File: config.mk
export PLATFORM = sky130hd
export DESIGN_NAME = bus_slot_filter_fifo_core
export DESIGN_NICKNAME = d
export VERILOG_FILES = /design/src/rtl/core/bsff_pkg.sv /design/src/rtl/core/bus_slot_filter_fifo_core.sv /design/src/rtl/core/bsff_ram.sv /design/src/rtl/core/bsff_ctrl.sv /design/src/rtl/core/bsff_dp.sv
export SDC_FILE = /design/constraint.sdc
export NUM_CORES = 1
export LEC_CHECK = 0
export ABC_CLOCK_PERIOD_IN_PS = 5540
export BUFFER_PORTS_ARGS = -buffer_cell sky130_fd_sc_hd__buf_2
export CORE_ASPECT_RATIO = 1.2
export CORE_MARGIN = 4
export CORE_UTILIZATION = 50
export CTS_CLUSTER_SIZE = 8
export DETAILED_ROUTE_END_ITERATION = 6
export PLACE_DENSITY = 0.65
export SYNTH_ARGS = -nofsm -noshare
export SYNTH_HDL_FRONTEND = slang
export SYNTH_SLANG_ARGS = --single-unit
export TNS_END_PERCENT = 20
File: constraint.sdc
create_clock -name i_clk -period 5.54 [get_ports i_clk]
set_clock_uncertainty 0.15 [all_clocks]
set_input_delay 0.277 -clock i_clk [delete_from_list [all_inputs] [get_ports i_clk]]
set_output_delay 0.277 -clock i_clk [all_outputs]
set_load 0.01 [all_outputs]
File: src/rtl/core/bsff_pkg.sv
package bsff_pkg;

    // Operation codes carried on the op field of an input word.
    localparam logic [2:0] OP_LINE_WORD = 3'd0;
    localparam logic [2:0] OP_HOST_PUSH = 3'd1;
    localparam logic [2:0] OP_HOST_POP  = 3'd2;
    localparam logic [2:0] OP_TX_EMPTY  = 3'd3;
    localparam logic [2:0] OP_TX_DONE   = 3'd4;
    localparam logic [2:0] OP_TX_CLEAR  = 3'd5;

    // Fields of a received line word.
    localparam int          CALL_BIT       = 8;
    localparam logic [1:0]  CALL_INQUIRY   = 2'b10;
    localparam logic [4:0]  BROADCAST_SLOT = 5'd0;

    localparam int OP_W     = 3;
    localparam int WORD_W   = 9;
    localparam int BYTE_W   = 8;
    localparam int SLOT_W   = 5;

    // Commands from the controller to the datapath.
    typedef struct packed {
        logic capture;
        logic exec;
    } t_cmd;

endpackage

File: src/rtl/core/bus_slot_filter_fifo_core.sv
// Slave interface of a 9-bit half-duplex slotted bus with a receive ring and a
// transmit queue. Each word on the start port is one event: a received line
// word, a host push or pop, a transmitter empty or complete event, or a clear
// of the transmit queue. A word is taken when start is high and busy is low;
// busy then stays high for one execute cycle, and the result is shown for
// exactly one cycle, marked by o_result_valid, in the cycle after that. The
// result cannot be held off, so the receiver must take it in that cycle. A
// new word may be offered in the very cycle the result is shown; a word is
// not accepted while the one before it is still executing. The execute
// cycle is needed because of the registered read port of the ring memories,
// which is read at the queue tail in the acceptance cycle and used in the
// execute cycle. The status flags (driver, receive data present,
// transmit room, transmit idle) follow the state at all times; the popped
// words and the nearly-full flag are only meaningful while o_result_valid is
// high. The slave address may be written through the configuration channel
// whenever busy is low.
module bus_slot_filter_fifo_core #(
    parameter int QUEUE_DEPTH     = 32,
    parameter int MESSAGE_RESERVE = 18
) (
    input  logic                          i_clk,
    input  logic                          i_rst_n,
    // Event channel.
    input  logic                          start,
    output logic                          busy,
    input  logic [bsff_pkg::OP_W-1:0]     i_op,
    input  logic [bsff_pkg::WORD_W-1:0]   i_line_word_in,
    input  logic                          i_frame_error,
    input  logic [bsff_pkg::BYTE_W-1:0]   i_host_byte,
    // Configuration channel.
    input  logic                          i_cfg_valid,
    output logic                          o_cfg_ready,
    input  logic [bsff_pkg::SLOT_W-1:0]   i_cfg_data,
    // Result.
    output logic                          o_result_valid,
    output logic [bsff_pkg::WORD_W-1:0]   o_rx_word_out,
    output logic [bsff_pkg::BYTE_W-1:0]   o_line_byte_out,
    output logic                          o_line_byte_valid,
    output logic                          o_driver_on,
    output logic                          o_rx_available,
    output logic                          o_tx_room,
    output logic                          o_tx_nearly_full,
    output logic                          o_tx_idle
);

    bsff_pkg::t_cmd cmd;
    logic           ctrl_busy;

    bsff_ctrl u_ctrl (
        .i_clk   (i_clk),
        .i_rst_n (i_rst_n),
        .i_start (start),
        .o_busy  (ctrl_busy),
        .o_done  (o_result_valid),
        .o_cmd   (cmd)
    );

    bsff_dp #(
        .QUEUE_DEPTH     (QUEUE_DEPTH),
        .MESSAGE_RESERVE (MESSAGE_RESERVE)
    ) u_dp (
        .i_clk             (i_clk),
        .i_rst_n           (i_rst_n),
        .i_cmd             (cmd),
        .i_cfg_we          (i_cfg_valid && o_cfg_ready),
        .i_cfg_data        (i_cfg_data),
        .i_op              (i_op),
        .i_line_word_in    (i_line_word_in),
        .i_frame_error     (i_frame_error),
        .i_host_byte       (i_host_byte),
        .o_rx_word_out     (o_rx_word_out),
        .o_line_byte_out   (o_line_byte_out),
        .o_line_byte_valid (o_line_byte_valid),
        .o_driver_on       (o_driver_on),
        .o_rx_available    (o_rx_available),
        .o_tx_room         (o_tx_room),
        .o_tx_nearly_full  (o_tx_nearly_full),
        .o_tx_idle         (o_tx_idle)
    );

    assign busy        = ctrl_busy;
    assign o_cfg_ready = !ctrl_busy;

    // An accepted word always leads to the execute cycle.
    a_accept_exec: assert property (@(posedge i_clk) disable iff (!i_rst_n)
        (start && !busy) |=> busy)
        else $error("accepted word did not enter execution");

    // A result strobe only follows an execute cycle.
    a_result_after_exec: assert property (@(posedge i_clk) disable iff (!i_rst_n)
        o_result_valid |-> $past(busy))
        else $error("result strobe without a preceding execute cycle");

    // The room and nearly-full thresholds exclude each other on one result.
    a_room_vs_full: assert property (@(posedge i_clk) disable iff (!i_rst_n)
        o_result_valid |-> !(o_tx_room && o_tx_nearly_full))
        else $error("transmit room and nearly-full reported together");

    // A byte handed to the transmitter means the queue was not idle.
    a_send_not_idle: assert property (@(posedge i_clk) disable iff (!i_rst_n)
        (o_result_valid && o_line_byte_valid) |-> $past(!o_tx_idle))
        else $error("byte sent while the transmit side was idle");

endmodule

File: src/rtl/core/bsff_ram.sv
module bsff_ram #(
    parameter int WIDTH = 8,
    parameter int DEPTH = 32
) (
    input  logic                     i_clk,
    input  logic                     i_we,
    input  logic [$clog2(DEPTH)-1:0] i_waddr,
    input  logic [WIDTH-1:0]         i_wdata,
    input  logic [$clog2(DEPTH)-1:0] i_raddr,
    output logic [WIDTH-1:0]         o_rdata
);

    logic [WIDTH-1:0] r_mem [DEPTH];
    logic [WIDTH-1:0] r_rdata;

    always_ff @(posedge i_clk) begin
        if (i_we) begin
            r_mem[i_waddr] <= i_wdata;
        end
        r_rdata <= r_mem[i_raddr];
    end

    assign o_rdata = r_rdata;

endmodule

File: src/rtl/core/bsff_ctrl.sv
module bsff_ctrl (
    input  logic            i_clk,
    input  logic            i_rst_n,
    input  logic            i_start,
    output logic            o_busy,
    output logic            o_done,
    output bsff_pkg::t_cmd  o_cmd
);

    typedef enum logic {
        ST_IDLE,
        ST_EXEC
    } t_state;

    t_state r_state;
    t_state n_state;
    logic   r_done;
    logic   n_done;

    // A word is taken in the idle state and executed in the following cycle.
    always_comb begin
        n_state = r_state;
        n_done  = 1'b0;
        case (r_state)
            ST_IDLE: begin
                if (i_start) begin
                    n_state = ST_EXEC;
                end
            end
            ST_EXEC: begin
                n_state = ST_IDLE;
                n_done  = 1'b1;
            end
            default: begin
                n_state = ST_IDLE;
            end
        endcase
    end

    always_ff @(posedge i_clk) begin
        if (!i_rst_n) begin
            r_state <= ST_IDLE;
            r_done  <= 1'b0;
        end else begin
            r_state <= n_state;
            r_done  <= n_done;
        end
    end

    assign o_busy        = (r_state == ST_EXEC);
    assign o_done        = r_done;
    assign o_cmd.capture = (r_state == ST_IDLE) && i_start;
    assign o_cmd.exec    = (r_state == ST_EXEC);

endmodule

File: src/rtl/core/bsff_dp.sv
module bsff_dp #(
    parameter int QUEUE_DEPTH     = 32,
    parameter int MESSAGE_RESERVE = 18
) (
    input  logic                          i_clk,
    input  logic                          i_rst_n,
    input  bsff_pkg::t_cmd                i_cmd,
    input  logic                          i_cfg_we,
    input  logic [bsff_pkg::SLOT_W-1:0]   i_cfg_data,
    input  logic [bsff_pkg::OP_W-1:0]     i_op,
    input  logic [bsff_pkg::WORD_W-1:0]   i_line_word_in,
    input  logic                          i_frame_error,
    input  logic [bsff_pkg::BYTE_W-1:0]   i_host_byte,
    output logic [bsff_pkg::WORD_W-1:0]   o_rx_word_out,
    output logic [bsff_pkg::BYTE_W-1:0]   o_line_byte_out,
    output logic                          o_line_byte_valid,
    output logic                          o_driver_on,
    output logic                          o_rx_available,
    output logic                          o_tx_room,
    output logic                          o_tx_nearly_full,
    output logic                          o_tx_idle
);

    localparam int AW      = $clog2(QUEUE_DEPTH);
    localparam int CW      = $clog2(QUEUE_DEPTH + 1);
    localparam int RoomThr = QUEUE_DEPTH - MESSAGE_RESERVE;
    localparam logic [AW-1:0] LastIdx  = AW'(QUEUE_DEPTH - 1);
    localparam logic [CW-1:0] MaxFill  = CW'(QUEUE_DEPTH - 1);

    // Captured input word.
    logic [bsff_pkg::OP_W-1:0]   r_op;
    logic [bsff_pkg::WORD_W-1:0] r_word;
    logic                        r_ferr;
    logic [bsff_pkg::BYTE_W-1:0] r_hbyte;

    // Queue and bus state.
    logic [AW-1:0] r_rx_head, n_rx_head, r_rx_tail, n_rx_tail;
    logic [AW-1:0] r_tx_head, n_tx_head, r_tx_tail, n_tx_tail;
    logic [CW-1:0] r_tx_count, n_tx_count;
    logic [bsff_pkg::SLOT_W-1:0] r_slot, n_slot;
    logic [bsff_pkg::SLOT_W-1:0] r_slave_address;
    logic r_send, n_send, r_driver, n_driver;

    // Result registers.
    logic [bsff_pkg::WORD_W-1:0] r_rx_out, n_rx_out;
    logic [bsff_pkg::BYTE_W-1:0] r_tx_out, n_tx_out;
    logic r_tx_valid, n_tx_valid, r_nearly, n_nearly;

    logic                        rx_we, tx_we;
    logic [bsff_pkg::WORD_W-1:0] rx_rdata;
    logic [bsff_pkg::BYTE_W-1:0] tx_rdata;
    logic [bsff_pkg::SLOT_W-1:0] call_slot;
    logic                        push_fill_high;

    function automatic logic [AW-1:0] next_idx(input logic [AW-1:0] idx);
        next_idx = (idx == LastIdx) ? '0 : idx + 1'b1;
    endfunction

    // The read ports always follow the tails, so the word at the tail is ready
    // in the execute cycle.
    bsff_ram #(.WIDTH(bsff_pkg::WORD_W), .DEPTH(QUEUE_DEPTH)) u_rx_ram (
        .i_clk   (i_clk),
        .i_we    (rx_we),
        .i_waddr (r_rx_head),
        .i_wdata (r_word),
        .i_raddr (r_rx_tail),
        .o_rdata (rx_rdata)
    );

    bsff_ram #(.WIDTH(bsff_pkg::BYTE_W), .DEPTH(QUEUE_DEPTH)) u_tx_ram (
        .i_clk   (i_clk),
        .i_we    (tx_we),
        .i_waddr (r_tx_head),
        .i_wdata (r_hbyte),
        .i_raddr (r_tx_tail),
        .o_rdata (tx_rdata)
    );

    assign call_slot = r_word[bsff_pkg::SLOT_W-1:0];

    always_comb begin
        n_rx_head  = r_rx_head;
        n_rx_tail  = r_rx_tail;
        n_tx_head  = r_tx_head;
        n_tx_tail  = r_tx_tail;
        n_tx_count = r_tx_count;
        n_slot     = r_slot;
        n_send     = r_send;
        n_driver   = r_driver;
        n_rx_out   = '0;
        n_tx_out   = '0;
        n_tx_valid = 1'b0;
        n_nearly   = 1'b0;
        rx_we      = 1'b0;
        tx_we      = 1'b0;
        push_fill_high = 1'b0;
        if (i_cmd.exec) begin
            case (r_op)
                bsff_pkg::OP_LINE_WORD: begin
                    if (!r_ferr) begin
                        if (r_word[bsff_pkg::CALL_BIT]) begin
                            n_slot = call_slot;
                            if ((call_slot == r_slave_address) &&
                                (r_word[6:5] == bsff_pkg::CALL_INQUIRY) &&
                                (r_tx_count != '0)) begin
                                n_driver = 1'b1;
                                n_send   = 1'b1;
                            end
                        end
                        if ((n_slot == bsff_pkg::BROADCAST_SLOT) ||
                            (n_slot == r_slave_address)) begin
                            rx_we     = 1'b1;
                            n_rx_head = next_idx(r_rx_head);
                        end
                    end
                end
                bsff_pkg::OP_HOST_PUSH: begin
                    if (r_tx_count < MaxFill) begin
                        tx_we      = 1'b1;
                        n_tx_head  = next_idx(r_tx_head);
                        n_tx_count = r_tx_count + 1'b1;
                    end
                    if (RoomThr >= 0) begin
                        push_fill_high = (n_tx_count > CW'(RoomThr));
                    end
                    n_nearly = (RoomThr < 0) || push_fill_high;
                end
                bsff_pkg::OP_HOST_POP: begin
                    if (r_rx_head != r_rx_tail) begin
                        n_rx_out  = rx_rdata;
                        n_rx_tail = next_idx(r_rx_tail);
                    end
                end
                bsff_pkg::OP_TX_EMPTY: begin
                    if (r_send) begin
                        if (r_tx_count != '0) begin
                            n_tx_out   = tx_rdata;
                            n_tx_valid = 1'b1;
                            n_tx_tail  = next_idx(r_tx_tail);
                            n_tx_count = r_tx_count - 1'b1;
                        end else begin
                            n_send = 1'b0;
                        end
                    end
                end
                bsff_pkg::OP_TX_DONE: begin
                    n_driver = 1'b0;
                end
                bsff_pkg::OP_TX_CLEAR: begin
                    n_tx_head  = r_tx_tail;
                    n_tx_count = '0;
                end
                default: begin
                end
            endcase
        end
    end

    always_ff @(posedge i_clk) begin
        if (i_cmd.capture) begin
            r_op    <= i_op;
            r_word  <= i_line_word_in;
            r_ferr  <= i_frame_error;
            r_hbyte <= i_host_byte;
        end
        if (i_cmd.exec) begin
            r_rx_out   <= n_rx_out;
            r_tx_out   <= n_tx_out;
            r_tx_valid <= n_tx_valid;
            r_nearly   <= n_nearly;
        end
    end

    always_ff @(posedge i_clk) begin
        if (!i_rst_n) begin
            r_rx_head       <= '0;
            r_rx_tail       <= '0;
            r_tx_head       <= '0;
            r_tx_tail       <= '0;
            r_tx_count      <= '0;
            r_slot          <= '0;
            r_send          <= 1'b0;
            r_driver        <= 1'b0;
            r_slave_address <= '0;
        end else begin
            r_rx_head  <= n_rx_head;
            r_rx_tail  <= n_rx_tail;
            r_tx_head  <= n_tx_head;
            r_tx_tail  <= n_tx_tail;
            r_tx_count <= n_tx_count;
            r_slot     <= n_slot;
            r_send     <= n_send;
            r_driver   <= n_driver;
            if (i_cfg_we) begin
                r_slave_address <= i_cfg_data;
            end
        end
    end

    // Status flags come straight from the state, which only moves at the end
    // of the execute cycle, so they show the state after the word.
    assign o_rx_word_out     = r_rx_out;
    assign o_line_byte_out   = r_tx_out;
    assign o_line_byte_valid = r_tx_valid;
    assign o_tx_nearly_full  = r_nearly;
    assign o_driver_on       = r_driver;
    assign o_rx_available    = (r_rx_head != r_rx_tail);
    assign o_tx_room         = (RoomThr > 0) && (r_tx_count < CW'(RoomThr));
    assign o_tx_idle         = (r_tx_count == '0) && !r_driver;

endmodule
==> qor.txt, run 1 <==
Setup repair after global routing missed its margin = no
Worst path max stage delay = 1.16 ns
Width of the die = 213.8 um
Most frequent cells after synthesis = sky130_fd_sc_hd__edfxtp_1, sky130_fd_sc_hd__mux4_2, sky130_fd_sc_hd__nor2_1, sky130_fd_sc_hd__dfxtp_1, sky130_fd_sc_hd__clkbuf_1
Iteration-0 DRC count of the detailed router = 1087
Antenna violations before repair = 0
Fraction of layout cells with a size suffix above 1 = 27.68%
Maximum level of the CTS H-tree = 3
Synth Net Count = 1310
Via count of the first global-routing pass = 12.99k
Detailed-route via count = 12.45k
Placement row count = 90
Max_slew headroom = 8.800%
Skew-Pair Late Insertion Delay = 0.62 ns
Unique cell type count in the Yosys netlist = 60
Final routed wire length divided by cell count = 25.69 um
Core Region = 50340 sq um
Fin. Hold Viols = 0
Initial Util = 50.47%
Highest ir drop seen on vdd = 0.3290 mV
Post-CTS Setup Repair Bufs = 0
Most frequent cell after synthesis = sky130_fd_sc_hd__edfxtp_1
Data arrival at the endpoint of the critical path = 3.71 ns
Number of standard cells after synthesis = 1263
Area enclosed by the die boundary = 54490 sq um
Sequential-to-total area share from yosys stat = 73.53%
Endpoint type of the worst setup path = flop
Via count normalized by instance count = 5.897
Chip Height = 254.9 um
IO Port Bufs = 55
Part of the power in combinational logic = 1.4%
FFs w/ async S/R, synth = 0%
Transition time at the pin with the least slew margin = 1.368 ns
Mapped Area = 25400 sq um
Number of clock sinks seen by CTS = 641
Met2 routing resource usage after global routing = 34.93%
Layout Utilization = 58.46%
Post-synth EDFFs = 584
Number of fillers in the final layout = 3684
DP Wirelength = 33.27 mm
Relative area change from synthesis to final layout = 15.84%
Switching part of the total = 19.24%
Post-CTS Hold Buffers = 27
Internal power component = 8.535 mW
Met1 Track Usage GR = 26.47%
Element type at the critical path start = flop
Master cell of the clock root buffer = sky130_fd_sc_hd__clkbuf_16
Crit path required time = 5.62 ns
Initial DRT Pass Iterations = 5
Final TNS setup = 0 ns
Clock transition at the registers of the reported paths = 0.05 ns
Max Root-Sink Buffers = 3
Number of I/O pins = 56
Largest net degree at the start of global routing = 50
Part of the cycle the worst path needs = 65.51%
Antenna diode instance count = 0
Slew Viols, Final = 0
Predominant post-synthesis flop cell = sky130_fd_sc_hd__edfxtp_1
Critical path, cell by cell = mux2i_1, xor2_1, and4_1, a31oi_4, nor3b_2
Biggest area contributors in the synthesized netlist = sky130_fd_sc_hd__edfxtp_1, sky130_fd_sc_hd__mux4_2, sky130_fd_sc_hd__dfxtp_1
Clock buffer count from CTS = 90
Net load switching power = 2.033 mW
Status = finished clean
Critical Path Slowest Stage Cell = sky130_fd_sc_hd__edfxtp_1
Share of total power in sequential cells = 50.8%
Hold WC Path Type = primary input to flop
Maximum clock frequency = 275.5 MHz
All-Layer GR Usage = 20.37%
Power density normalized to cell area = 359.1 nW/um^2
TritonCTS clock tree = done
Ys Warns = 0
Classification of the worst setup path = flop to flop
Power share of the clock group = 47.8%
Leakage dissipation = 9.405 nW
Resize count post-CTS = 0
Synthesized area divided by synthesized cell count = 20.11 sq um
Final number of setup-violating endpoints = 0
Post-synth top area cell = sky130_fd_sc_hd__edfxtp_1
Met3 global-route usage = 3.727%
Net count reported at finish = 1456
Number of max-capacitance violations reported = 0
Wire length of the first global-routing pass = 82.12 mm
Proportion of netlist area held by the largest area contributor = 69.03%
Peak-usage layer in the global routing report = met2
Number of flip-flops and latches in the synthesized netlist = 641
Number of remaining DRC errors = 0
Total Wirelength = 54.23 mm
Placer congestion estimate = 0.7952
Period minus WS final = 3.629 ns
Antenna-violating nets left = 0
Peak fanout along the critical path = 36
Total grt overflow = 0
cells in the final DEF (no fill, tap or decap), types with 3 or more instances in the layout:
cell type / synthesis / routed
sky130_fd_sc_hd__edfxtp_1: 584 / 584
sky130_fd_sc_hd__mux4_2: 170 / 170
sky130_fd_sc_hd__clkbuf_16: 0 / 97
sky130_fd_sc_hd__nor2_1: 61 / 61
sky130_fd_sc_hd__buf_2: 15 / 55
sky130_fd_sc_hd__clkbuf_1: 39 / 52
sky130_fd_sc_hd__dfxtp_1: 57 / 52
sky130_fd_sc_hd__buf_4: 1 / 45
sky130_fd_sc_hd__nand2_1: 34 / 34
sky130_fd_sc_hd__nor3b_1: 35 / 33
sky130_fd_sc_hd__dlygate4sd3_1: 0 / 27
sky130_fd_sc_hd__and2_1: 19 / 19
sky130_fd_sc_hd__xor2_1: 17 / 17
sky130_fd_sc_hd__mux2_2: 17 / 17
sky130_fd_sc_hd__mux2i_1: 17 / 17
sky130_fd_sc_hd__ha_1: 17 / 17
sky130_fd_sc_hd__a21oi_1: 16 / 16
sky130_fd_sc_hd__nand3_1: 14 / 14
sky130_fd_sc_hd__inv_1: 11 / 11
sky130_fd_sc_hd__and3_1: 11 / 11
sky130_fd_sc_hd__nand3b_1: 11 / 11
sky130_fd_sc_hd__o21ai_0: 10 / 10
sky130_fd_sc_hd__nor3_1: 8 / 8
sky130_fd_sc_hd__a211oi_1: 7 / 7
sky130_fd_sc_hd__or3_1: 6 / 6
sky130_fd_sc_hd__nand2b_1: 5 / 5
sky130_fd_sc_hd__o31ai_1: 5 / 5
sky130_fd_sc_hd__o22ai_1: 4 / 4
sky130_fd_sc_hd__nor2b_1: 4 / 3
sky130_fd_sc_hd__o32ai_1: 3 / 3
sky130_fd_sc_hd__a31oi_1: 3 / 3
sky130_fd_sc_hd__a22oi_1: 3 / 3
sky130_fd_sc_hd__dfxtp_4: 0 / 3
cell type report:
type | count | area (sq um) | area share (%)
Tap cell | 644 | 805.8 | 2.738
Inverter | 11 | 41.29 | 0.1403
Clock inverter | 1 | 8.758 | 0.02976
Multi-Input combinational cell | 537 | 6352 | 21.59
Timing Repair Buffer | 128 | 903.4 | 3.070
Clock buffer | 149 | 2623 | 8.912
Sequential cell | 641 | 18690 | 63.52
through the flow:
step | cell area, sq um | power [mW] | instances | hold WS (ns) | setup slack [ns]
final | 29430 | 10.57 | 2111 | 0.07889 | 1.911
after global routing | 29430 | 10.93 | 2111 | 0.08589 | 1.659
after CTS | 29420 | 10.67 | 2111 | 0.04414 | 1.440
after detailed placement | 26510 | 5.591 | 1934 | 0.3057 | 1.461
after global placement | 26510 | 5.582 | 1934 | 0.3046 | 1.751
after floorplan | 25400 | 5.504 | 1263 | 0.2259 | 2.087
sequential cells by signal, summed over array words and instances (netlist names), 5 cells and up:
register	cells
u_dp.r_word	9
u_dp.r_rx_tail	5
u_dp.u_tx_ram.o_rdata	8
u_dp.u_tx_ram.r_mem	256
u_dp.r_rx_head	5
u_dp.o_rx_word_out	9
u_dp.u_rx_ram.o_rdata	9
u_dp.r_tx_tail	5
u_dp.r_hbyte	8
u_dp.r_tx_head	5
u_dp.r_tx_count	6
u_dp.o_line_byte_out	8
u_dp.u_rx_ram.r_mem	288
u_dp.r_slot	5
u_dp.r_slave_address	5
final timing paths:
check                                              start                    endpoint  slack [ns]  depth (start not counted)
worst max-delay path                      u_dp.r_word[4]  u_dp.u_rx_ram.r_mem[26][0]        1.91                          5
worst min-delay path                         i_cfg_valid     u_dp.r_slave_address[3]        0.08                          4
worst max register to register            u_dp.r_word[4]  u_dp.u_rx_ram.r_mem[26][0]        1.91                          5
worst min register to register  u_dp.u_rx_ram.o_rdata[8]       u_dp.o_rx_word_out[8]        0.35                          1
power groups by stage:
stage                     logic, mW  clock network, mW  registers, mW
after global routing          0.157               5.40           5.37
after CTS                     0.145               5.16           5.37
final                         0.144               5.05           5.37
after global placement        0.125                  0           5.46
after floorplan              0.0600                  0           5.44
after detailed placement      0.130                  0           5.46
layer usage:
metal / vias to the layer above / part of all wire [%]
met5: - / 0
met4: 0 / 2.6
met3: 72 / 4.5
met2: 326 / 52
met1: 6559 / 40
li1: 5491 / -
cell families after synthesis:
kind of cell | Yosys count | synth area share [%]
muxes | 205 | 16.55
AOI/OAI and AO/OA | 72 | 2.054
adders and majority gates | 18 | 0.8767
buffers and inverters | 85 | 1.552
xor gates and xnor gates | 18 | 0.6206
DFF | 641 | 73.53
and+or+nand+nor | 224 | 4.822
critical path: cells and delay by family (launching register included):
kind	cells	cell delay [ns]
muxes	1	0.22
and+or+nand+nor	2	1.07
xor gates and xnor gates	1	0.23
AOI/OAI and AO/OA	1	0.39
DFF	1	1.16
Power figures use the tool's default switching activity.
==> run 2, diff against run 1 <==
Settings changed: ABC_AREA set to 1, ABC_CLOCK_PERIOD_IN_PS 5540 to 3200, PLACE_DENSITY 0.65 to 0.67.
Clock period 5.54 ns to 3.2 ns, I/O delays scaled along.
==> run 2 against run 1 <==
  * Routed wire length rose by 26%
  * Cell count increased by 47%
  * First-iteration DRC count rose by 78%
  * Highest routed layer unchanged
  * Sequential power increased by 72%
  * Critical endpoint is now u_dp.u_rx_ram.r_mem[14][4]
==> qor.txt, run 2 <==
Number of I/O pins = 56
Fin. Hold Viols = 0
Leakage dissipation = 10.86 nW
Element type at the critical path start = flop
Max Root-Sink Buffers = 3
Master cell of the clock root buffer = sky130_fd_sc_hd__clkbuf_16
Wire length on met3 = 4.798 mm
Iteration-0 DRC count of the detailed router = 1935
Antenna diode instance count = 0
TritonCTS clock tree = done
Synth Area in XOR/XNOR = 0.2698%
Antenna-violating nets left = 0
Relative area change from synthesis to final layout = 16.22%
Synthesized area divided by synthesized cell count = 11.76 sq um
Share of cell area taken by muxes after synthesis = 0%
Sequential-to-total area share from yosys stat = 71.91%
Synth Net Count = 2255
Fraction of layout cells with a size suffix above 1 = 11.14%
Detail Route met2 WL = 34.66 mm
Synth Area in Simple Gates = 15.53%
Adder and majority cell fraction of the synthesized area = 0.8190%
Mapped Area = 25970 sq um
Maximum clock frequency = 330.7 MHz
Biggest area contributors in the synthesized netlist = sky130_fd_sc_hd__edfxtp_1, sky130_fd_sc_hd__nand2_1, sky130_fd_sc_hd__dfxtp_1
Highest layer used for signal routing = met4
Placer congestion estimate = 0.8766
Total Wirelength = 68.27 mm
Ys Warns = 0
Via count of the first global-routing pass = 17.59k
Crit path required time = 3.29 ns
Total chip power = 18.25 mW
Skew-Pair Late Insertion Delay = 0.62 ns
Antenna violations before repair = 0
FFs w/ async S/R, synth = 0%
Detailed-route via count = 17.70k
Transition time at the pin with the least slew margin = 1.276 ns
Setup repair after global routing missed its margin = yes
Via count normalized by instance count = 5.706
Final routed wire length divided by cell count = 22.01 um
Most frequent cells after synthesis = sky130_fd_sc_hd__edfxtp_1, sky130_fd_sc_hd__nand2_1, sky130_fd_sc_hd__nor2_1, sky130_fd_sc_hd__nand3_1, sky130_fd_sc_hd__o21ai_0
Chip Height = 257.7 um
Synth Area in Compound Gates = 8.069%
Width of the die = 216.1 um
Number of clock sinks seen by CTS = 641
Maximum level of the CTS H-tree = 3
Number of standard cells after synthesis = 2208
Largest reg by FF count = u_dp.u_rx_ram.r_mem
Initial DRT Pass Iterations = 7
Net count reported at finish = 2401
Period minus WS final = 3.024 ns
Hold WC Path Type = primary input to flop
Number of flip-flops and latches in the synthesized netlist = 641
Total grt overflow = 0
Data arrival at the endpoint of the critical path = 3.12 ns
Max_slew headroom = 14.62%
DP Wirelength = 42.97 mm
All-Layer GR Usage = 24.39%
Placement row count = 91
Status = finished clean
Area enclosed by the die boundary = 55670 sq um
Initial Util = 50.58%
Classification of the worst setup path = flop to flop
Wire length the detailed router placed on met1 = 25.66 mm
Predominant post-synthesis flop cell = sky130_fd_sc_hd__edfxtp_1
Power density normalized to cell area = 604.7 nW/um^2
Unique cell type count in the Yosys netlist = 41
Core Region = 51350 sq um
Number of remaining DRC errors = 0
Proportion of netlist area held by the largest area contributor = 67.52%
Highest ir drop seen on vdd = 0.6112 mV
Largest net degree at the start of global routing = 113
Largest registers ranked by flip-flop count = u_dp.u_rx_ram.r_mem (288), u_dp.u_tx_ram.r_mem (256)
Endpoint type of the worst setup path = flop
Post-synth EDFFs = 584
Part of the cycle the worst path needs = 94.49%
Post-synth top area cell = sky130_fd_sc_hd__edfxtp_1
Post-CTS Setup Repair Bufs = 0
Highest-count cells in the layout ignoring fill and taps = sky130_fd_sc_hd__edfxtp_1, sky130_fd_sc_hd__nand2_1, sky130_fd_sc_hd__nor2_1
Wire length of the first global-routing pass = 104.1 mm
Slew Viols, Final = 0
Number of max-capacitance violations reported = 0
Number of flip-flops under the largest register name = 288
Peak fanout along the critical path = 12
Worst setup slack after placement = 0.2247 ns
Final worst-path setup slack = 0.1762 ns
Combinational family with the most area after synthesis = simple AND/OR/NAND/NOR gates
Final number of setup-violating endpoints = 0
Most frequent cell after synthesis = sky130_fd_sc_hd__edfxtp_1
Clock buffer count from CTS = 90
Number of fillers in the final layout = 4058
IO Port Bufs = 55
Clock transition at the registers of the reported paths = 0.05 ns
Most frequent standard cell in the layout excluding fill and tap cells = sky130_fd_sc_hd__edfxtp_1
[run 2: changes by cell type after synthesis, sizes merged, moves of 18 or more]
cell,before,now
a31oi,4,35
clkbuf,39,81
mux4,170,0
a21oi,16,72
inv,11,99
and2,19,0
mux2i,18,0
nand3,14,220
nor3b,35,1
o21ai,10,170
nand2,34,468
nor2,61,262
o221ai,0,68
[run 2: cell families after synthesis]
| group | count (synthesis) |
|---|---|
| simple gates | 970 |
| flops | 641 |
| compound gates | 353 |
| buf+inv | 219 |
| fa+ha+maj | 17 |
| xor+xnor | 8 |
[run 2: critical path, stage by stage, from the launching register on]
cell and delay, ns:
sky130_fd_sc_hd__edfxtp_1 0.60, sky130_fd_sc_hd__inv_2 0.15, sky130_fd_sc_hd__nand2_2 0.09, sky130_fd_sc_hd__nand2_1 0.08, sky130_fd_sc_hd__nand2_1 0.06, sky130_fd_sc_hd__nand2_1 0.05, sky130_fd_sc_hd__nor2_1 0.10, sky130_fd_sc_hd__nand3_1 0.14
sky130_fd_sc_hd__a21oi_4 0.36, sky130_fd_sc_hd__nand2_4 0.22, sky130_fd_sc_hd__nor2_1 0.64
[run 2: path summary, 6_finish.rpt]
check,slack (ns),from,to,cells after the start
max,0.18,u_dp.r_word[8],u_dp.u_rx_ram.r_mem[14][4],10
min,0.11,i_op[2],u_dp.r_op[2],2
max reg2reg,0.18,u_dp.r_word[8],u_dp.u_rx_ram.r_mem[14][4],10
min reg2reg,0.31,u_dp.r_slot[4],u_dp.r_slot[4],2
[run 2: timing repair]
item	CTS	global route
endpoints found under the hold margin	49	0
setup endpoints to repair	0	70
hold buffers	37	0
gates resized for setup	0	7
[run 2: power breakdown]
group | total [mW] | switching (mW) | internal [mW]
Sequential | 9.24 | 0.0448 | 9.19
Clock | 8.57 | 3.30 | 5.28
Combinational | 0.439 | 0.317 | 0.122
Total | 18.3 | 3.66 | 14.6
[run 2: layout make-up]
cell class	instances	area, sq um	share of cell area (%)
sequential	641	18690	61.92
multi-input combinational	1348	6431	21.31
clock buffer	140	2504	8.295
timing repair buffer	170	1269	4.203
tap	697	872.1	2.889
inverter	103	392.9	1.302
clock inverter	3	26.28	0.08705
[run 2: metal layers]
metal | vias to the layer above | GRT usage (%)
met3 | 189 | 3.495
met4 | 0 | 11.84
li1 | 8172 | -
met1 | 8470 | 29.93
met5 | - | 0
met2 | 868 | 42.57
[run 2: through the flow]
| stage | TNS (ns) | utilization [%] | std cells | cell area (sq um) | hold WS [ns] |
|---|---|---|---|---|---|
| after floorplan | 0 | - | 2208 | 25970 | 0.1089 |
| after global placement | 0 | 53.10 | 2922 | 27270 | 0.1892 |
| after detailed placement | 0 | 53.10 | 2922 | 27270 | 0.1885 |
| after CTS | 0 | 58.75 | 3102 | 30170 | 0.08748 |
| after global routing | -0.7103 | 58.78 | 3102 | 30180 | 0.1008 |
| final | 0 | 58.78 | 3102 | 30180 | 0.1101 |
